$ cat src/rtl/tdpc_pkg.sv
// ----------------------------------------------------------------------------
// tdpc_pkg: shared types and constants for the tracker drive position controller
// Holds the command codes, drive codes, register indexes and reset values,
// the port widths, the state struct and the config register struct.
// ----------------------------------------------------------------------------
package tdpc_pkg;

  typedef enum logic [3:0] {
    CMD_TICK      = 4'd0,
    CMD_GOTO      = 4'd1,
    CMD_TIMED     = 4'd2,
    CMD_HOME      = 4'd3,
    CMD_ABORT     = 4'd4,
    CMD_RET_START = 4'd5,
    CMD_AUTO_ON   = 4'd6,
    CMD_AUTO_OFF  = 4'd7,
    CMD_CLR_ERR   = 4'd8
  } cmd_t;

  typedef enum logic [1:0] {
    DRV_OFF  = 2'd0,
    DRV_WEST = 2'd1,
    DRV_EAST = 2'd2
  } drv_t;

  localparam logic [1:0] REG_CHANGE_LOCK = 2'd0;
  localparam logic [1:0] REG_STALL       = 2'd1;
  localparam logic [1:0] REG_MIN_TRAVEL  = 2'd2;

  localparam logic [15:0] CHANGE_LOCK_RST = 16'd5000;
  localparam logic [15:0] STALL_RST       = 16'd10000;
  localparam logic [15:0] MIN_TRAVEL_RST  = 16'd20;

  localparam int IN_W  = 72;
  localparam int OUT_W = 64;

  typedef struct packed {
    logic [31:0] now_ms;
    logic [31:0] last_change_ms;
    logic [31:0] last_motion_ms;
    logic [31:0] stop_at_ms;
    logic [1:0]  drive_state;
    logic [1:0]  prior_direction;
    logic [31:0] goal_position;
    logic        seek_active;
    logic [31:0] position_count;
    logic [31:0] max_position;
    logic [31:0] start_position;
    logic [31:0] end_position;
    logic        flg_init;
    logic        flg_auto;
    logic        flg_err;
    logic [2:0]  home_step;
    logic [1:0]  light_step;
    logic [15:0] failure_count;
    logic        led_bit;
  } ctl_state_t;

  typedef struct packed {
    logic [15:0] change_lock_ms;
    logic [15:0] stall_timeout_ms;
    logic [15:0] min_travel;
  } cfg_regs_t;

endpackage

$ cat src/rtl/tracker_drive_position_controller_unit.sv
// ----------------------------------------------------------------------------
// tracker_drive_position_controller_unit: two-relay tracker drive controller
// Goto, timed runs, stall error, homing and return to start on millisecond tick words.
// ----------------------------------------------------------------------------
// One word is taken every cycle unless the output stalls: the command is
// applied to the state registers in a single pass of compare/add logic and
// the result word is loaded into an output register in the same edge. A
// new word is taken in the same cycle that the last result is taken,
// and input stalls only while that register holds an untaken result.
module tracker_drive_position_controller_unit (
  input  logic                      clk,
  input  logic                      rst,
  input  logic                      s_axis_tvalid,
  output logic                      s_axis_tready,
  // cmd[3:0], pulse_delta[19:4], target_value[51:20], run_west[52],
  // duration_ms[68:53], zero fill
  input  logic [tdpc_pkg::IN_W-1:0] s_axis_tdata,
  output logic                      m_axis_tvalid,
  input  logic                      m_axis_tready,
  // motor_on[0], motor_west[1], drive_report[4:2], position_now[36:5],
  // initialised[37], auto_mode[38], error_flag[39], homing_busy[40],
  // seeking[41], led_level[42], failure_pulses[58:43], zero fill
  output logic [tdpc_pkg::OUT_W-1:0] m_axis_tdata,
  input  logic                      cfg_we,
  input  logic [1:0]                cfg_index,
  input  logic [15:0]               cfg_data
);

  tdpc_pkg::ctl_state_t st, st_next;
  tdpc_pkg::cfg_regs_t  cfg;
  logic [63:0]          res_word;
  logic                 take;

  // accept while the result register is empty or being drained
  assign s_axis_tready = !m_axis_tvalid || m_axis_tready;
  assign take          = s_axis_tvalid && s_axis_tready;

  // configuration registers
  always_ff @(posedge clk) begin
    if (rst) begin
      cfg.change_lock_ms   <= tdpc_pkg::CHANGE_LOCK_RST;
      cfg.stall_timeout_ms <= tdpc_pkg::STALL_RST;
      cfg.min_travel       <= tdpc_pkg::MIN_TRAVEL_RST;
    end else if (cfg_we) begin
      case (cfg_index)
        tdpc_pkg::REG_CHANGE_LOCK: cfg.change_lock_ms   <= cfg_data;
        tdpc_pkg::REG_STALL:       cfg.stall_timeout_ms <= cfg_data;
        tdpc_pkg::REG_MIN_TRAVEL:  cfg.min_travel       <= cfg_data;
        default: ;
      endcase
    end
  end

  // single-pass command step
  tdpc_core u_core (
    .cur          (st),
    .cfg          (cfg),
    .cmd          (s_axis_tdata[3:0]),
    .pulse_delta  (s_axis_tdata[19:4]),
    .target_value (s_axis_tdata[51:20]),
    .run_west     (s_axis_tdata[52]),
    .duration_ms  (s_axis_tdata[68:53]),
    .nxt          (st_next)
  );

  // result formatting from the state after the command
  tdpc_report u_report (
    .st             (st_next),
    .change_lock_ms (cfg.change_lock_ms),
    .word           (res_word)
  );

  // state registers
  always_ff @(posedge clk) begin
    if (rst) begin
      st <= '0;
    end else if (take) begin
      st <= st_next;
    end
  end

  // output register
  always_ff @(posedge clk) begin
    if (rst) begin
      m_axis_tvalid <= 1'b0;
    end else if (take) begin
      m_axis_tvalid <= 1'b1;
    end else if (m_axis_tready) begin
      m_axis_tvalid <= 1'b0;
    end
  end

  always_ff @(posedge clk) begin
    if (take) begin
      m_axis_tdata <= res_word;
    end
  end

  // a result waiting and not taken blocks input
  a_no_overrun: assert property (@(posedge clk) disable iff (rst)
    (m_axis_tvalid && !m_axis_tready) |-> !s_axis_tready)
    else $error("input accepted over a pending result");

  // every accepted word yields a result next cycle
  a_result: assert property (@(posedge clk) disable iff (rst)
    take |=> m_axis_tvalid)
    else $error("accepted word produced no result");

  // the drive never sits in an undefined code
  a_drive_code: assert property (@(posedge clk) disable iff (rst)
    st.drive_state != 2'd3)
    else $error("drive state code 3 reached");

endmodule

$ cat src/rtl/tdpc_core.sv
// ----------------------------------------------------------------------------
// tdpc_core: next-state logic for one command
// Combinational step of the drive controller from the current state.
// ----------------------------------------------------------------------------
module tdpc_core (
  input  tdpc_pkg::ctl_state_t cur,
  input  tdpc_pkg::cfg_regs_t  cfg,
  input  logic [3:0]           cmd,
  input  logic [15:0]          pulse_delta,
  input  logic [31:0]          target_value,
  input  logic                 run_west,
  input  logic [15:0]          duration_ms,
  output tdpc_pkg::ctl_state_t nxt
);

  logic [31:0] lock32;
  logic [31:0] stall32;
  assign lock32  = {16'd0, cfg.change_lock_ms};
  assign stall32 = {16'd0, cfg.stall_timeout_ms};

  // drive request applied to a working copy
  function automatic tdpc_pkg::ctl_state_t drv_req(input tdpc_pkg::ctl_state_t s,
                                                   input logic [1:0] req_in,
                                                   input logic [31:0] lk);
    tdpc_pkg::ctl_state_t o;
    logic [1:0] req;
    o   = s;
    req = s.flg_err ? tdpc_pkg::DRV_OFF : req_in;
    if (req == tdpc_pkg::DRV_OFF) begin
      o.drive_state    = tdpc_pkg::DRV_OFF;
      o.last_change_ms = s.now_ms;
    end else if (req != tdpc_pkg::DRV_WEST && req != tdpc_pkg::DRV_EAST) begin
      o = s;
    end else if ((s.last_change_ms + lk) > s.now_ms) begin
      o = s;
    end else if (s.drive_state != tdpc_pkg::DRV_OFF && s.drive_state != req) begin
      o.drive_state    = tdpc_pkg::DRV_OFF;
      o.last_change_ms = s.now_ms;
    end else begin
      o.drive_state     = req;
      o.prior_direction = req;
      o.last_change_ms  = s.now_ms;
      o.last_motion_ms  = s.now_ms;
    end
    return o;
  endfunction

  function automatic tdpc_pkg::ctl_state_t go_to(input tdpc_pkg::ctl_state_t s,
                                                 input logic [31:0] v,
                                                 input logic [31:0] lk);
    tdpc_pkg::ctl_state_t o;
    o = s;
    if (s.flg_init && v <= s.max_position && s.drive_state == tdpc_pkg::DRV_OFF) begin
      if (v > s.position_count) begin
        o = drv_req(s, tdpc_pkg::DRV_WEST, lk);
        o.goal_position = v;
        o.seek_active   = 1'b1;
      end else if (v < s.position_count) begin
        o = drv_req(s, tdpc_pkg::DRV_EAST, lk);
        o.goal_position = v;
        o.seek_active   = 1'b1;
      end
    end
    return o;
  endfunction

  tdpc_pkg::ctl_state_t t0, t1, th, tl, tn;
  logic [2:0]  rep;
  logic [15:0] fail_sum;
  logic [31:0] travel;

  always_comb begin
    nxt      = cur;
    t0       = cur;
    t1       = cur;
    th       = cur;
    tl       = cur;
    tn       = cur;
    rep      = 3'd0;
    fail_sum = 16'd0;
    travel   = 32'd0;
    case (cmd)
      tdpc_pkg::CMD_TICK: begin
        t0.now_ms = cur.now_ms + 32'd1;
        if (t0.drive_state == tdpc_pkg::DRV_OFF &&
            t0.now_ms < (t0.last_change_ms + lock32))
          rep = {1'b0, t0.prior_direction} + 3'd2;
        else
          rep = {1'b0, t0.drive_state};
        if (pulse_delta != 16'd0) begin
          if (rep == 3'd1 || rep == 3'd3)
            t0.position_count = t0.position_count + {16'd0, pulse_delta};
          else if (rep == 3'd2 || rep == 3'd4)
            t0.position_count = t0.position_count - {16'd0, pulse_delta};
          else begin
            fail_sum = t0.failure_count + pulse_delta;
            t0.failure_count = fail_sum;
            if ({16'd0, fail_sum} >= t0.start_position ||
                {16'd0, fail_sum} >= (t0.max_position - t0.end_position)) begin
              t0.flg_init = 1'b0;
              t0.flg_auto = 1'b0;
            end
          end
          t0.led_bit        = ~t0.led_bit;
          t0.last_motion_ms = t0.now_ms;
        end
        if (t0.home_step != 3'd0) begin
          th = t0;
          case (t0.home_step)
            3'd1: begin
              th.flg_init = 1'b0;
              th = drv_req(th, tdpc_pkg::DRV_WEST, lock32);
              th.last_motion_ms = th.now_ms;
              th.home_step = 3'd2;
            end
            3'd2: begin
              if ((t0.last_motion_ms + stall32) < t0.now_ms) begin
                th.position_count = 32'hFFFF_FFFF;
                th = drv_req(th, tdpc_pkg::DRV_OFF, lock32);
                th.last_motion_ms = th.now_ms;
                th.home_step = 3'd3;
              end
            end
            3'd3: begin
              if ((t0.last_motion_ms + lock32) < t0.now_ms) begin
                th = drv_req(th, tdpc_pkg::DRV_EAST, lock32);
                th.last_motion_ms = th.now_ms;
                th.home_step = 3'd4;
              end
            end
            3'd4: begin
              if ((t0.last_motion_ms + stall32) < t0.now_ms) begin
                th = drv_req(th, tdpc_pkg::DRV_OFF, lock32);
                travel = 32'd1 - t0.position_count;
                th.max_position = travel;
                th.home_step = 3'd0;
                if (travel >= {16'd0, cfg.min_travel}) begin
                  th.position_count = 32'd0;
                  th.end_position   = travel - 32'd1;
                  th.start_position = 32'd1;
                  th.flg_init       = 1'b1;
                  th.failure_count  = 16'd0;
                end
              end
            end
            default: th.home_step = 3'd0;
          endcase
          nxt = th;
        end else if (t0.light_step != 2'd0) begin
          tl = t0;
          case (t0.light_step)
            2'd1: begin
              if ((t0.last_motion_ms + lock32) < t0.now_ms) begin
                tl = drv_req(tl, tdpc_pkg::DRV_EAST, lock32);
                tl.last_motion_ms = tl.now_ms;
                tl.light_step = 2'd2;
              end
            end
            2'd2: begin
              if ((t0.last_motion_ms + stall32) < t0.now_ms) begin
                tl = drv_req(tl, tdpc_pkg::DRV_OFF, lock32);
                tl.position_count = 32'd0;
                tl.light_step = 2'd3;
              end
            end
            default: begin
              if ((t0.last_change_ms + lock32) < t0.now_ms) begin
                tl = go_to(tl, tl.start_position, lock32);
                tl.failure_count = 16'd0;
                tl.light_step = 2'd0;
              end
            end
          endcase
          nxt = tl;
        end else begin
          t1 = t0;
          if (t1.stop_at_ms != 32'd0 && t1.stop_at_ms <= t1.now_ms) begin
            t1 = drv_req(t1, tdpc_pkg::DRV_OFF, lock32);
            t1.stop_at_ms = 32'd0;
          end
          if ((t1.last_motion_ms + stall32) < t1.now_ms &&
              t1.drive_state != tdpc_pkg::DRV_OFF && t1.flg_auto) begin
            t1 = drv_req(t1, tdpc_pkg::DRV_OFF, lock32);
            t1.flg_auto = 1'b0;
            t1.flg_err  = 1'b1;
          end
          tn = t1;
          if (t1.seek_active &&
              ((t1.drive_state == tdpc_pkg::DRV_WEST &&
                (t1.position_count >= t1.goal_position ||
                 t1.position_count >= t1.max_position)) ||
               (t1.drive_state == tdpc_pkg::DRV_EAST &&
                (t1.position_count <= t1.goal_position ||
                 t1.position_count == 32'd0)))) begin
            tn = drv_req(t1, tdpc_pkg::DRV_OFF, lock32);
            tn.goal_position = 32'd0;
            tn.seek_active   = 1'b0;
          end
          nxt = tn;
        end
      end
      tdpc_pkg::CMD_GOTO: nxt = go_to(cur, target_value, lock32);
      tdpc_pkg::CMD_TIMED: begin
        if (!cur.flg_auto && !cur.flg_err && cur.drive_state == tdpc_pkg::DRV_OFF) begin
          t1 = cur;
          t1.stop_at_ms = cur.now_ms + {16'd0, duration_ms};
          nxt = drv_req(t1, run_west ? tdpc_pkg::DRV_WEST : tdpc_pkg::DRV_EAST, lock32);
        end
      end
      tdpc_pkg::CMD_HOME:      nxt.home_step  = 3'd1;
      tdpc_pkg::CMD_ABORT:     nxt.home_step  = 3'd0;
      tdpc_pkg::CMD_RET_START: nxt.light_step = 2'd1;
      tdpc_pkg::CMD_AUTO_ON:   nxt.flg_auto   = 1'b1;
      tdpc_pkg::CMD_AUTO_OFF:  nxt.flg_auto   = 1'b0;
      tdpc_pkg::CMD_CLR_ERR:   nxt.flg_err    = 1'b0;
      default: nxt = cur;
    endcase
  end

endmodule

$ cat src/rtl/tdpc_report.sv
// ----------------------------------------------------------------------------
// tdpc_report: result word formatting
// Builds the packed result word from the controller state.
// ----------------------------------------------------------------------------
module tdpc_report (
  input  tdpc_pkg::ctl_state_t st,
  input  logic [15:0]          change_lock_ms,
  output logic [63:0]          word
);

  logic [2:0] rep;

  always_comb begin
    if (st.drive_state == tdpc_pkg::DRV_OFF &&
        st.now_ms < (st.last_change_ms + {16'd0, change_lock_ms}))
      rep = {1'b0, st.prior_direction} + 3'd2;
    else
      rep = {1'b0, st.drive_state};
  end

  assign word = {5'd0, st.failure_count, st.led_bit, st.seek_active,
                 (st.home_step != 3'd0) || (st.light_step != 2'd0),
                 st.flg_err, st.flg_auto, st.flg_init, st.position_count, rep,
                 st.drive_state == tdpc_pkg::DRV_WEST,
                 st.drive_state != tdpc_pkg::DRV_OFF};

endmodule

$ cat config.mk
export PLATFORM = sky130hd
export DESIGN_NAME = tracker_drive_position_controller_unit
export DESIGN_NICKNAME = d
export VERILOG_FILES = /design/src/rtl/tdpc_pkg.sv /design/src/rtl/tracker_drive_position_controller_unit.sv /design/src/rtl/tdpc_core.sv /design/src/rtl/tdpc_report.sv
export SDC_FILE = /design/constraint.sdc
export NUM_CORES = 2
export LEC_CHECK = 0
export BUFFER_PORTS_ARGS = -buffer_cell sky130_fd_sc_hd__clkbuf_2
export CAP_MARGIN = 10
export CELL_PAD_IN_SITES_DETAIL_PLACEMENT = 0
export CELL_PAD_IN_SITES_GLOBAL_PLACEMENT = 1
export CORE_MARGIN = 2
export CORE_UTILIZATION = 49
export CTS_CLUSTER_DIAMETER = 200
export DETAILED_ROUTE_END_ITERATION = 12
export PLACE_DENSITY_LB_ADDON = 0.25
export RECOVER_POWER = 25
export SLEW_MARGIN = 20
export SYNTH_ARGS = -nofsm -noshare
export SYNTH_HDL_FRONTEND = slang
export SYNTH_HIERARCHICAL = 1
export SYNTH_SLANG_ARGS = --single-unit
$ cat constraint.sdc
create_clock -name clk -period 13.85 [get_ports clk]
set_clock_uncertainty 0.05 [all_clocks]
set_input_delay 1.385 -clock clk [delete_from_list [all_inputs] [get_ports clk]]
set_output_delay 1.385 -clock clk [all_outputs]
set_load 0.1 [all_outputs]
### Word level (Yosys, flattened, before mapping)

Cells that the tools add are included.

* logic and storage cells: 327
* flip-flop bits (word level): 426
* output and inout bits: 66
* bits of input ports: 95

* reductions and logical operators: 62
* equality and inequality tests: 78
* bitwise operators: 3
* $add $sub $neg: 15
* $lt $le $gt $ge: 21
* multiplexer cells: 123

Operators by type and width (count)
* 318-bit 2-to-1 mux: 18
* 286-bit 2-to-1 mux: 16
* 188-bit 2-to-1 mux: 7
* 296-bit case mux with 4 select lines: 1
* 294-bit case mux with 3 select lines: 1
* 32-bit 2-to-1 mux: 24
* 64-bit 2-to-1 mux: 10
* 318-bit case mux with 2 select lines: 1
* 32-bit < comparator: 8
* 32-bit by 16-bit adder with 32-bit output: 7
* 32-bit > comparator: 4
* 32-bit less-or-equal comparator: 4
* 19-bit case mux with 4 select lines: 1
* 65-bit 2-to-1 mux: 1
* 16-bit by 32-bit >= comparator with 1-bit output: 2
* 32-bit >= comparator: 2
* 3-bit != test (second input constant): 18
* 17-bit case mux with 3 select lines: 1
* 16-bit 2-to-1 mux: 3
* 2-bit 2-to-1 mux: 22
* 19-bit AND reduction: 2
* 17-bit 2-to-1 mux: 2
* 17-bit AND reduction: 2
* 32-bit by 1-bit adder with 32-bit output (second input constant): 1
* 48 further kinds: 144

### Depth between registers and ports, before layout

* word-level depth: 36
* gate-level depth with buffers: 64
* mapped depth without buffers: 60

### Hierarchy

The synthesis kept the hierarchy.

Modules (own cells, without submodules)
* tdpc_core: seq. area each 0.0 um^2, instances 1, cells each 5119, area an instance 33190.6 um^2
* tracker_drive_position_controller_unit: seq. area each 9268.9 um^2, instances 1, cells each 1729, area an instance 17971.0 um^2
* tdpc_report: seq. area each 0.0 um^2, instances 1, cells each 300, area an instance 2260.9 um^2

### Worst setup path before layout

No wires, ideal clock.

* path type: reg-to-reg
* from: register st[254] (netlist name)
* to: register m_axis_tdata[4] (netlist name), data pin
* cell stages (with the launch flop): 56
* data required time: 13.666 ns
* path buffers: 1
* clock period less this slack: 12.334 ns
* library setup time: 0.134 ns
* slack: 1.516 ns
* arrival: 12.151 ns
* cells stage by stage: dfxtp_1 ha_1 inv_1 fa_1 nor2b_1 o21ai_0 a21boi_0 o21ai_0 a21boi_0 o21ai_0 a21boi_0 o21ai_0 a21boi_0 o21ai_0 a21boi_0 o31a_1 o211ai_1 a21boi_0 [20 not listed] a22oi_1 a21oi_1 nor2_1 o21ai_0 a221oi_1 ha_1 o211ai_2 a21oi_1 o41a_1 a21o_1 a211o_1 nand2_1 ha_1 a21o_1 a2111oi_0 nor3_1 o21ai_0 and4_1

RTL lines
* start, declared: line tracker_drive_position_controller_unit.sv:29 `tdpc_pkg::ctl_state_t st, st_next;`
* start signal, assigned: line tracker_drive_position_controller_unit.sv:78 `st <= st_next;`
* end signal, assigned: line tracker_drive_position_controller_unit.sv:95 `m_axis_tdata <= res_word;`
* end, declared: line tracker_drive_position_controller_unit.sv:23 `output logic [tdpc_pkg::OUT_W-1:0] m_axis_tdata,`

==> impl_summary.md <==
Run status
The flow ran to the end, but the final reports show violations. The checks that failed: max-capacitance violations, max-slew violations.

Floorplan
The count of boundary I/O pins is 161. The core region is roughly 110,000 um2. The die boundary height is between 300 and 400 um. The floorplan row count is about 120. The floorplan step defined a die boundary enclosing 112,000 um2.

The effective utilization at floorplan is about 49%. The floorplan step set the die width to 334 um.

Critical path
The category of the worst setup path capture point is a flop. The kind of start point of the critical path is a flop. The startpoint identified for the worst register-to-register timing path is st[255]. Data on the critical path is required at its endpoint by 14,230 ps. For this design, the slowest cell found on the critical path is sky130_fd_sc_hd__or4_4. The count of cells along the worst register-to-register path is 69.

The worst register-to-register path has a setup slack of ~540 ps. The largest fanout on the critical path is 8. The critical path startpoint is st[255]. The most critical setup path has its endpoint at m_axis_tdata[3].

The terminus of the critical flop-to-flop path is m_axis_tdata[3]. In this design, the critical path's most frequently occurring cell is sky130_fd_sc_hd__buf_4. Data on the critical path arrives at its endpoint at ~14,000 ps. The type of the worst setup path is reg2reg.

For this run, the slowest stage of the critical path takes around 610 ps.

Yosys
Yosys mapped a number of flops with a built-in enable equal to 64. The unique cell type count in the Yosys netlist is around 110. The cell count after synthesis is 7,148. The biggest area contributor in the post-synthesis netlist is sky130_fd_sc_hd__ha_1. The area share of the largest cell type after synthesis is 13.9%. The number of synthesized register bits is 431. The yosys synthesis warning count is 6. The proportion of synthesized flip-flops having asynchronous set or reset is 0%. In the synthesized netlist the dominant register cell turns out to be sky130_fd_sc_hd__dfxtp_1. In this run the cell area of the synthesized design comes to 53,400 um2. The mean instance size in the synthesized netlist is 7.47 um2. By area the synthesized netlist is led by sky130_fd_sc_hd__ha_1, sky130_fd_sc_hd__dfxtp_1, sky130_fd_sc_hd__a21oi_1, sky130_fd_sc_hd__a21bo_1, sky130_fd_sc_hd__nand3_1. After synthesis, flip-flops and latches occupy 17.4% of the total area.

Finish
The fraction of final layout cells with drive strength greater than 1 is 14.9%. The area growth from synthesis to layout is 12.2%. The number of fill cells in the layout is 10,400. The final cell count without fillers is 8,833. The number of antenna diodes in the final layout is 0.

After the last flow step, the layout net total stands at 8,069.

Global routing
Global routing used 67.6% of the available met2 tracks. The initial antenna violation count is 5. The number of global-route vias before repair is 54,100.

The overall fraction of global-route tracks in use is roughly two fifths. For met3 alone, demand over resource in global routing was 7.16%. For this run, global-route usage on met1 was measured as 46.5%. The most heavily used metal layer in global routing is met2. The first global-routing pass estimated 350 mm of wire.

The total congestion overflow is 0. Entering global routing, the biggest net connects around 220 pins.

Detailed routing
The via-per-instance ratio is between 6 and 7. The average wire per standard cell is approximately 27 um. The number of nets with antenna violations after routing is 0. The residual DRC count is 0. The first TritonRoute pass finished after 8 iterations. The final wirelength is 240 mm. The total number of vias is 57,900. For this block, the initial DRC count from the detailed router was 6,126.

STA
The final critical-path setup slack is 537 ps. The final number of setup-violating endpoints is 0. Timing would allow up to approximately 0.075 GHz. On the final layout, the worst hold slack is roughly 410 ps. Measured against its own limit, the worst slew margin works out to -346%. The post-route fraction of the period consumed by the critical path is 96.1%.

The number of hold violations in the final report is 0. The smallest clock period supported by the final layout is computed as 13,310 ps. Summed over all failing endpoints, the final setup total negative slack is 0 ps. The slew at the pin closest to its max-slew limit is 6690 ps.

The number of slew-limit violations in the final report is 450.

Clock tree
The maximum count of clock buffers along a single path is 3. The worst-skew pair later-pin latency is 710 ps. The clock transition at the register clock pins on the worst setup and hold paths after CTS is 60 ps. The root buffer cell chosen for the clock tree is sky130_fd_sc_hd__clkbuf_16. The number of clock buffers added by TritonCTS is 57. The clock tree synthesis step divided the H-tree into 2 levels. The CTS tree is yes. The number of sinks driven by the clock tree is 431.

Placement
Prior to clock tree synthesis, the placed netlist has a worst setup slack of -380 ps. Including well taps, the total number of placed cells is 8,723. The count of port buffers added during placement is between 150 and 200. The post-detailed-placement half-perimeter wirelength is roughly 180 mm.

The routability congestion estimate from global placement is 1.03.

Flow run
The max-cap violation count is 5.

Pwr
Dividing total power by cell area gives a power density of ~83 nW/um2. The static leakage is 24.2 nW. The completed layout was analyzed and its total power is ~0.005 W. The maximum vdd ir drop is 108 uV.

Hold path
The type of the most critical hold path is reg2reg.
[per-layer routing]
| layer | vias to the layer above | wire length (um) |
|---|---|---|
| li1 | 26700 | - |
| met1 | 27400 | 88800 |
| met2 | 2795 | 109000 |
| met3 | 914 | 18200 |
| met4 | 8 | 24100 |
| met5 | - | 49 |
[worst min-delay path by stage]
stage	from	cells after the start	end
4_1_cts	cfg[8]	2	cfg[8]
3_3_place_gp	cfg[8]	2	cfg[8]
2_1_floorplan	cfg[10]	2	cfg[10]
3_5_place_dp	cfg[8]	2	cfg[8]
6_report	cfg[11]	2	cfg[11]
5_1_grt	cfg[8]	2	cfg[8]
[worst max-delay path: cells and delay by family, from the launching register on]
| kind | cells | cell delay [ps] |
|---|---|---|
| AOI/OAI and AO/OA | 32 | 5910 |
| buffers and inverters | 13 | 2030 |
| xor gates and xnor gates | 2 | 300 |
| DFF | 1 | 310 |
| adders and majority gates | 6 | 1540 |
| and+or+nand+nor | 16 | 2880 |
[area by class of cell]
type | instances | area [um2] | share of cell area, %
well taps | 1414 | 1770 | 2.95
repair buffers | 730 | 5230 | 8.72
multi-input cells | 5743 | 40100 | 66.9
clock buffers | 74 | 1580 | 2.64
clock inverters | 34 | 453 | 0.756
flip-flops and latches | 431 | 9280 | 15.5
inverters | 407 | 1530 | 2.55
[cells by family (layout without fill, tap and decap cells)]
group | count (synthesis) | in the layout | synth area share (%)
buffers and inverters | 978 | 1245 | 8.08
muxes | 80 | 80 | 1.54
AOI/OAI and AO/OA | 2659 | 2659 | 34.7
other | 1 | 5 | 0.00702
xor gates and xnor gates | 302 | 302 | 4.99
DFF | 431 | 431 | 17.4
and+or+nand+nor | 2092 | 2092 | 19.1
adders and majority gates | 605 | 605 | 14.3
[placed cells by master, fill, tap and decap left out, drive strengths merged, types with 35 or more instances in the layout]
cell type and n:
a2111oi 36, a21bo 319, nand3 464, o21a 55, edfxtp 64, and3 41
clkbuf 233, nand4 112, dfxtp 367, nor2 399, clkinv 42, inv 388
a31oi 69, mux2i 63, or3 37, a211oi 81, a21o 226, o21ai 470
a21oi 805, nor2b 67, a221oi 66, xor2 51, o21bai 38, xnor2 250
nor3 125, o22ai 63, nand2 572, nor4 70, ha 595, a22oi 52
o211ai 65, or2 35, a22o 74, nand2b 54, buf 571
[synthesized netlist by cell type (all sizes together), types with 22 or more instances]
cell type and number:
a21oi 805, ha 595, nand2 572, o21ai 470, nand3 464, nor2 399
inv 386, dfxtp 367, clkbuf 340, a21bo 319, xnor2 250, buf 231
a21o 226, nor3 125, nand4 112, a211oi 81, a22o 74, nor4 70
a31oi 69, nor2b 67, a221oi 66, o211ai 65, edfxtp 64, mux2i 63
o22ai 63, o21a 55, nand2b 54, a22oi 52, xor2 51, and3 41
o21bai 38, or3 37, a2111oi 36, or2 35, a21boi 33, and2 31
o31ai 26, a211o 22, or4 22
[where the power goes]
group	internal [W]	switching (W)	total, W
sequential	0.00130	0.0000233	0.00132
clock	0.000960	0.000705	0.00167
combinational	0.000724	0.00129	0.00201
total	0.00298	0.00202	0.00500
[sequential cells by signal, summed over array words and instances (netlist names)]
name / cells
cfg: 48
m_axis_tvalid: 1
st: 318
m_axis_tdata: 64
[stage by stage]
stage	util, %	instance area, um2
after floorplan	-	53400
after global placement	53.3	57800
after detailed placement	53.3	57800
after CTS	55.2	59900
after global routing	55.2	60000
final	55.2	60000
[what timing repair did]
item | 4_1_cts | 5_1_grt
pin swaps | 1 | 9
endpoints found under the setup margin | 3 | 3
gates resized for setup | 7 | 35
buffers inserted | 1 | 1
hold endpoints to repair | 0 | 0
hold buffers | 0 | 0
(Power assumes the default switching activity.)
